<file path="src/hw/rtl/ted_pkg.sv">
// Shared types and constants for the text encoding detector.
// Has no dependencies; imported by the top level and its checker.
`default_nettype none

package ted_pkg;

    localparam int COUNT_BITS = 32;
    localparam int TEN_W      = COUNT_BITS + 4;

    typedef logic [COUNT_BITS-1:0] t_count;
    typedef logic [TEN_W-1:0]      t_ten;

    localparam t_count CNT_MAX = {COUNT_BITS{1'b1}};
    // 10 * CNT_MAX: the top value of a zero counter kept in tenfold form
    localparam t_ten   TEN_MAX = ({4'b0, CNT_MAX} << 3) + ({4'b0, CNT_MAX} << 1);
    localparam t_ten   TEN_STEP = TEN_W'(10);

    typedef enum logic [2:0] {
        ENC_UTF8_BOM = 3'd0,
        ENC_UTF8     = 3'd1,
        ENC_UTF16_LE = 3'd2,
        ENC_UTF16_BE = 3'd3,
        ENC_ANSI     = 3'd4
    } t_encoding;

    localparam int TDATA_W = 8;

endpackage

`default_nettype wire

</file>
<file path="src/hw/rtl/text_encoding_detector_top.sv">
// Text encoding detector: byte stream in, one encoding code per file out.
// Depends on ted_pkg for counter widths and encoding codes.
//
// Usage:
//   Slave channel: one file byte per transfer in s_axis_tdata[7:0], with
//   s_axis_tlast high on the final byte of the file.
//   Master channel: one transfer per file, the encoding code in
//   m_axis_tdata[2:0] (0 utf8 bom, 1 utf8, 2 utf16 le, 3 utf16 be, 4 ansi).
//   Throughput: one byte per cycle, sustained across file boundaries while
//   the output register is free. Each byte passes the input register, then
//   the update logic that writes the counters and, for the last byte of a
//   file, the result register, from which the code goes to the master side.
//   The zero-byte test against length/10 is done as 10*zeros > length, with
//   the zero counters kept in tenfold form so it is one add and one compare.
//   Stall: while a result waits in the output register, further bytes that
//   do not end a file keep flowing; a last byte waits in the input register
//   until the output register is free, and s_axis_tready drops behind it.
//   Reset (synchronous, active low) empties both registers and clears all
//   counters; the block is ready as soon as reset is released.
`default_nettype none

module text_encoding_detector_top (
    input  wire                          i_clk,
    input  wire                          i_rst_n,
    input  wire                          i_s_axis_tvalid,
    output logic                         o_s_axis_tready,
    input  wire  [7:0]                   i_s_axis_tdata,   // [7:0] data_byte
    input  wire                          i_s_axis_tlast,   // last
    output logic                         o_m_axis_tvalid,
    input  wire                          i_m_axis_tready,
    output logic [ted_pkg::TDATA_W-1:0]  o_m_axis_tdata    // [2:0] encoding, rest zero
);
    import ted_pkg::*;

    // input register
    logic       r_in_valid, n_in_valid;
    logic [7:0] r_in_byte;
    logic       r_in_last;

    // file state
    t_count      r_count, n_count;
    logic [23:0] r_lead, n_lead;
    logic [1:0]  r_pend, n_pend;
    logic        r_broken, n_broken;
    t_ten        r_ten_odd, n_ten_odd;
    t_ten        r_ten_even, n_ten_even;

    // output register
    logic      r_out_valid, n_out_valid;
    t_encoding r_out_enc, n_out_enc;

    logic s_xfer, out_free, adv, is_zero, odd_pos;
    logic broken_fin;
    logic [7:0] b0, b1, b2;

    assign s_xfer   = i_s_axis_tvalid && o_s_axis_tready;
    assign out_free = !r_out_valid || i_m_axis_tready;
    assign adv      = r_in_valid && (!r_in_last || out_free);
    assign o_s_axis_tready = !r_in_valid || adv;

    assign o_m_axis_tvalid = r_out_valid;
    assign o_m_axis_tdata  = {{(TDATA_W-3){1'b0}}, r_out_enc};

    always_comb begin
        n_in_valid = s_xfer || (r_in_valid && !adv);

        is_zero = (r_in_byte == 8'h00);
        odd_pos = r_count[0];

        n_count = (r_count == CNT_MAX) ? r_count : r_count + 1'b1;

        n_lead = r_lead;
        if (r_count < COUNT_BITS'(3)) begin
            unique case (r_count[1:0])
                2'd0:    n_lead[7:0]   = r_in_byte;
                2'd1:    n_lead[15:8]  = r_in_byte;
                default: n_lead[23:16] = r_in_byte;
            endcase
        end

        // UTF-8 structure check, sticky once broken
        n_pend   = r_pend;
        n_broken = r_broken;
        if (!r_broken) begin
            if (r_pend != 2'd0) begin
                if (r_in_byte[7:6] != 2'b10) n_broken = 1'b1;
                else                         n_pend   = r_pend - 2'd1;
            end else if (r_in_byte[7]) begin
                priority if (r_in_byte[7:5] == 3'b110)   n_pend   = 2'd1;
                else if (r_in_byte[7:4] == 4'b1110)      n_pend   = 2'd2;
                else if (r_in_byte[7:3] == 5'b11110)     n_pend   = 2'd3;
                else                                     n_broken = 1'b1;
            end
        end

        n_ten_odd  = r_ten_odd;
        n_ten_even = r_ten_even;
        if (is_zero && odd_pos && r_ten_odd != TEN_MAX)
            n_ten_odd = r_ten_odd + TEN_STEP;
        if (is_zero && !odd_pos && r_ten_even != TEN_MAX)
            n_ten_even = r_ten_even + TEN_STEP;

        broken_fin = n_broken || (n_pend != 2'd0);
        b0 = n_lead[7:0];
        b1 = n_lead[15:8];
        b2 = n_lead[23:16];

        priority if (n_count >= COUNT_BITS'(3) && b0 == 8'hEF && b1 == 8'hBB
                     && b2 == 8'hBF)
            n_out_enc = ENC_UTF8_BOM;
        else if (n_count >= COUNT_BITS'(2) && b0 == 8'hFF && b1 == 8'hFE)
            n_out_enc = ENC_UTF16_LE;
        else if (n_count >= COUNT_BITS'(2) && b0 == 8'hFE && b1 == 8'hFF)
            n_out_enc = ENC_UTF16_BE;
        else if (!broken_fin)
            n_out_enc = ENC_UTF8;
        else if (n_count >= COUNT_BITS'(4) && n_ten_odd > {4'b0, n_count})
            n_out_enc = ENC_UTF16_LE;
        else if (n_count >= COUNT_BITS'(4) && n_ten_even > {4'b0, n_count})
            n_out_enc = ENC_UTF16_BE;
        else
            n_out_enc = ENC_ANSI;

        n_out_valid = r_out_valid && !i_m_axis_tready;
        if (adv && r_in_last) n_out_valid = 1'b1;
    end

    always_ff @(posedge i_clk) begin
        if (!i_rst_n) begin
            r_in_valid  <= 1'b0;
            r_out_valid <= 1'b0;
            r_count     <= '0;
            r_lead      <= '0;
            r_pend      <= '0;
            r_broken    <= 1'b0;
            r_ten_odd   <= '0;
            r_ten_even  <= '0;
        end else begin
            r_in_valid  <= n_in_valid;
            r_out_valid <= n_out_valid;
            if (adv) begin
                if (r_in_last) begin
                    // file closed: back to the empty-file state
                    r_count    <= '0;
                    r_lead     <= '0;
                    r_pend     <= '0;
                    r_broken   <= 1'b0;
                    r_ten_odd  <= '0;
                    r_ten_even <= '0;
                end else begin
                    r_count    <= n_count;
                    r_lead     <= n_lead;
                    r_pend     <= n_pend;
                    r_broken   <= n_broken;
                    r_ten_odd  <= n_ten_odd;
                    r_ten_even <= n_ten_even;
                end
            end
        end
    end

    always_ff @(posedge i_clk) begin
        if (s_xfer) begin
            r_in_byte <= i_s_axis_tdata;
            r_in_last <= i_s_axis_tlast;
        end
        if (adv && r_in_last) r_out_enc <= n_out_enc;
    end

endmodule

`default_nettype wire

</file>
<file path="config.mk">
export PLATFORM = sky130hd
export DESIGN_NAME = text_encoding_detector_top
export DESIGN_NICKNAME = d
export VERILOG_FILES = /design/src/hw/rtl/ted_pkg.sv /design/src/hw/rtl/text_encoding_detector_top.sv
export SDC_FILE = /design/constraint.sdc
export NUM_CORES = 1
export LEC_CHECK = 0
export ABC_AREA = 1
export ABC_CLOCK_PERIOD_IN_PS = 4700
export BUFFER_PORTS_ARGS = -buffer_cell sky130_fd_sc_hd__clkbuf_2
export CORE_UTILIZATION = 50
export CTS_BUF_LIST = sky130_fd_sc_hd__clkbuf_8
export CTS_CLUSTER_DIAMETER = 100
export DETAILED_ROUTE_END_ITERATION = 10
export PLACE_DENSITY = 0.67
export SYNTH_ARGS = -nofsm -noshare
export SYNTH_HDL_FRONTEND = slang
export SYNTH_SLANG_ARGS = --single-unit
</file>
<file path="constraint.sdc">
create_clock -name i_clk -period 4.7 [get_ports i_clk]
set_input_delay 0 -clock i_clk [delete_from_list [all_inputs] [get_ports i_clk]]
set_output_delay 0 -clock i_clk [all_outputs]
set_load 0.05 [all_outputs]
</file>
* Yosys cells after proc, flatten, opt, wreduce, memory -nomap -nowiden *
Index checks and enable logic that the tools add are counted.
Widths: inputs -> output; s select.

word-level totals
  bits of input ports = 13
  word-level logic and storage cells = 108
  flip-flop bits (word level) = 145

operators by class
  mux-type cells = 33
  bitwise logic cells = 1
  order comparisons = 6
  add/subtract/negate cells = 4
  reduce and logical (&&, ||, !) cells = 36
  equal/unequal tests = 15

operators by type and width
  operator               number
  $mux 36                4
  $add 36x4->36 const B  2
  $gt 36x32->1           2
  $ne 36x36->1 const B   2
  $ge 32x2->1 const B    2
  $mux 32                2
  $eq 8x8->1 const B     7
  $mux 24                2
  $add 32x1->32 const B  1
  $eq 32x32->1 const B   1
  $ge 32x3->1 const B    1
  $lt 32x2->1 const B    1
  $mux 2                 12
  $mux 8                 3
  $logic_and 1x1->1      18
  $mux 1                 9
  $logic_not 8->1        1
  $logic_not 1->1        6
  $eq 5x5->1 const B     1
  $logic_or 1x1->1       5
  $reduce_or 5->1        1
  $eq 4x4->1 const B     1
  $reduce_bool 2->1      2
  $reduce_or 2->1        2
  other kinds (7)        7

* Logic depth before layout (Yosys ltp) *
  depth after elaboration = 12
  mapped depth = 30

* Worst setup path after synthesis *
No wires, ideal clock.

  path kind = flip-flop to flip-flop
  start = register r_in_byte[7]
  end = register r_out_enc[1] (data pin)
  period minus slack after synthesis = 3235 ps
  slack = 1465 ps
  stages on the path, launching flop included = 26
  data arrival time = 2982 ps
  path through = edfxtp_1 inv_2 nand4_1 nor2_2 nand2_1 inv_1 nand2_1 nor3_2 nand2_1 nor2_1 nand2_1 nor2_1 xor2_1 inv_1 ha_1 nand2_1 nor2_1 nand4_1 nor3_1 nand4_1 nand2_1 clkinv_1 nand2_1 nand2_1 nand2_1 a21oi_2

on the way
  longest elaborated chain between the ends = 12

ends and longest elaborated chain
  element                                                line                               source
  from (decl)                                            text_encoding_detector_top.sv:37   logic [7:0] r_in_byte;
  from (signal assigned)                                 text_encoding_detector_top.sv:164  r_in_byte <= i_s_axis_tdata;
  branches (longest 12 deep; another with $gt 36x32->1)  n/a
  to (signal assigned)                                   text_encoding_detector_top.sv:167  if (adv && r_in_last) r_out_enc <= n_out_enc;
  to (decl)                                              text_encoding_detector_top.sv:50   t_encoding r_out_enc, n_out_enc;

Parallel ways; which one is timed is not known.
A chain may end at the register's enable or synchronous reset.

* Final worst setup path *
  start = register r_in_byte[4]
  end = register r_out_enc[1] (data pin)

The elaborated chain is that of the path after synthesis.

==> metrics.txt <==
CTS Sinks=about 140; GP Congestion=0.949; HP Class=input port to flop; layout net count=1936; Yosys warning total=0; DR WL/cell=about 15 um; Syn Area/Cell=around 6 sq um; most used flip-flop cell after synthesis=dfxtp_1; fill count=approximately 2200; LEAKAGE=5.07 nW; CP Data Arrival Time=4.60 ns; top cells by instance count after synthesis=669 x nand2_1, 239 x nor2_1, 194 x inv_1, 161 x a21oi_1, 131 x dfxtp_1; number of global-route vias before repair=about 10000; worst reg2reg path depth=28; CP most frequent cell=nand2_1; worst r2r src=r_in_byte[4]; antenna violations before repair=0; synth top area cells=dfxtp_1 24%, nand2_1 23%, nor2_1 8.1%; final hold vios=0; critical path launch point=r_in_byte[4]; Netlist cell types=48; status=finished clean; vias per cell=between 5 and 6; Hold WS=about 0.21 ns; async set or reset register ratio after synthesis=0; ANT nets after route=0; htree depth=4; Mapped Area=between 10000 and 15000 sq um; Critical Path Stages=28; Worst Skew=roughly 0.026 ns; slew of the pin with the lowest slew margin=0.991 ns; antenna cell count=0; Yosys reg bits=between 100 and 150; first-pass GRT wire length=~51000 um; gr ovfl total=0; Post-synth EDFFs=12; Reg area=~3000 sq um; Clock Latency Late Sink=approximately 0.49 ns; DIE AREA=about 23000 sq um; number of core rows=54; clock slew at reported path FFs=~0.12 ns; dominant cell type by area after synthesis=dfxtp_1; GRT Total Usage=0.286; Vias=11305; Crit Path Max Fanout=12; maxcap violations=0; TritonCTS buffer count=17; Detailed Place HPWL=roughly 23000 um; Yosys top cell area share=0.237; CTS tree=built; Slew headroom=0.339; DRC errors left=0; Crit. End Element=flop; Data required, critical path=about 5.0 ns; setup TNS=0 ns; f_max=between 200 and 250 MHz; number of setup buffers added after CTS=0; cell count after synthesis=roughly 1900; Max VDD drop=approximately 150 uV; TritonRoute pass-1 iters=6; I/O pin cnt=23; synth-to-layout area growth=7.60%; CP max stage delay=around 0.43 ns; multi-input logic area=about 7100 sq um; count leader, synth=nand2_1; starting density of the core=0.509; clock root buffer=clkbuf_8; Die Y=approximately 150 um; I/O Buffers=17; DR iter-0 viols=~900; Final Slew Violations=0; min cycle time layout=around 4.3 ns; reg-to-reg setup timing slack=between 0.4 and 0.5 ns; startpoint types=flop; largest net degree at the start of global routing=90; CP Buf/Inv Count=3; final setup vio count=0; r2r endpoint=r_out_enc[1]; crit path kind=flop to flop; Die W=roughly 150 um; CP delay by family, top=simple AND/OR/NAND/NOR gates; PwrDens=roughly 210 nW/um^2; fraction of layout cells with a size suffix above 1=0.0567; sequential-to-total area share from yosys stat=0.270; Core Region=around 22000 sq um; CP Capture Point=r_out_enc[1]; Bufs on Longest Clock Path=2; Slowest-stage cell, CP=edfxtp_1; unrepaired setup endpoints after global routing=no; final WL=31400 um; Tcrit/Tclk final=0.905
-- cells in the final DEF, fill, tap and decap left out, drive strengths merged, types with 8 or more instances in the layout --
| master | count |
|---|---|
| clkbuf | 34 |
| dlygate4sd3 | 13 |
| or2 | 10 |
| nor3 | 14 |
| dfxtp | 131 |
| xnor2 | 23 |
| edfxtp | 12 |
| nand3 | 84 |
| nand2 | 675 |
| inv | 211 |
| xor2 | 48 |
| buf | 8 |
| nand4 | 21 |
| ha | 68 |
| a21oi | 163 |
| o21ai | 56 |
| nor2 | 256 |
-- flip-flops by register name, indices dropped and copies added, names as in the netlist --
register,cells
r_ten_even,35
r_ten_odd,35
r_count,32
r_lead,24
r_in_byte,8
r_out_enc,3
r_pend,2
o_m_axis_tvalid,1
r_broken,1
r_in_last,1
r_in_valid,1
-- metal layers --
metal,part of all wire,track usage
met1,0.47,0.396
met2,0.45,0.457
met3,0.059,0.0434
met4,0.020,0.0820
met5,0,0
-- worst min path at each step --
stage,from,end,cells past startpoint
floorplan,i_s_axis_tdata[0],r_in_byte[0],0
global placement,i_s_axis_tdata[0],r_in_byte[0],1
detailed placement,i_s_axis_tdata[4],r_in_byte[4],1
CTS,i_s_axis_tdata[4],r_in_byte[4],2
global route,i_s_axis_tdata[4],r_in_byte[4],2
finish,i_s_axis_tdata[7],r_in_byte[7],2
-- logic make-up (layout without fill, tap and decap cells) --
group / after synthesis / after routing / synth area share
other: 1 / 5 / 0.000339
adders and majority gates: 68 / 68 / 0.0769
DFF: 143 / 143 / 0.270
and+or+nand+nor: 1070 / 1070 / 0.391
AOI/OAI and AO/OA: 238 / 238 / 0.114
buffers and inverters: 259 / 273 / 0.0924
xor gates and xnor gates: 71 / 71 / 0.0562
-- through the flow --
stage               area, sq um  utilization  instances  setup slack (ns)  total power (W)
finish                    11900        0.547       2148             0.446          0.00250
global route              11900        0.547       2148            0.0347          0.00258
CTS                       11900        0.547       2148             0.396          0.00252
detailed placement        11300        0.521       2103             0.451          0.00143
global placement          11300        0.521       2103             0.502          0.00143
floorplan                 11100            -       1854              1.46          0.00139
-- layout make-up --
cell class | instances | area share
clock buffers | 17 | 0.0196
clock inverters | 15 | 0.0171
inverters | 203 | 0.0642
multi-input cells | 1452 | 0.596
flip-flops and latches | 143 | 0.250
well taps | 280 | 0.0294
repair buffers | 38 | 0.0231
-- power breakdown --
group	internal, W	switching [W]	leakage [nW]
Sequential	0.00124	0.00000828	1.17
Clock	0.000425	0.000657	0.217
Combinational	0.0000430	0.000123	3.68
Total	0.00171	0.000789	5.07
-- what timing repair did --
item | CTS | global route
endpoints found under the hold margin | 13 | 0
setup endpoints to repair | 0 | 2
resized for setup | 0 | 1
hold buffers | 13 | 0
Note: power is estimated with default switching activity, not from simulation.
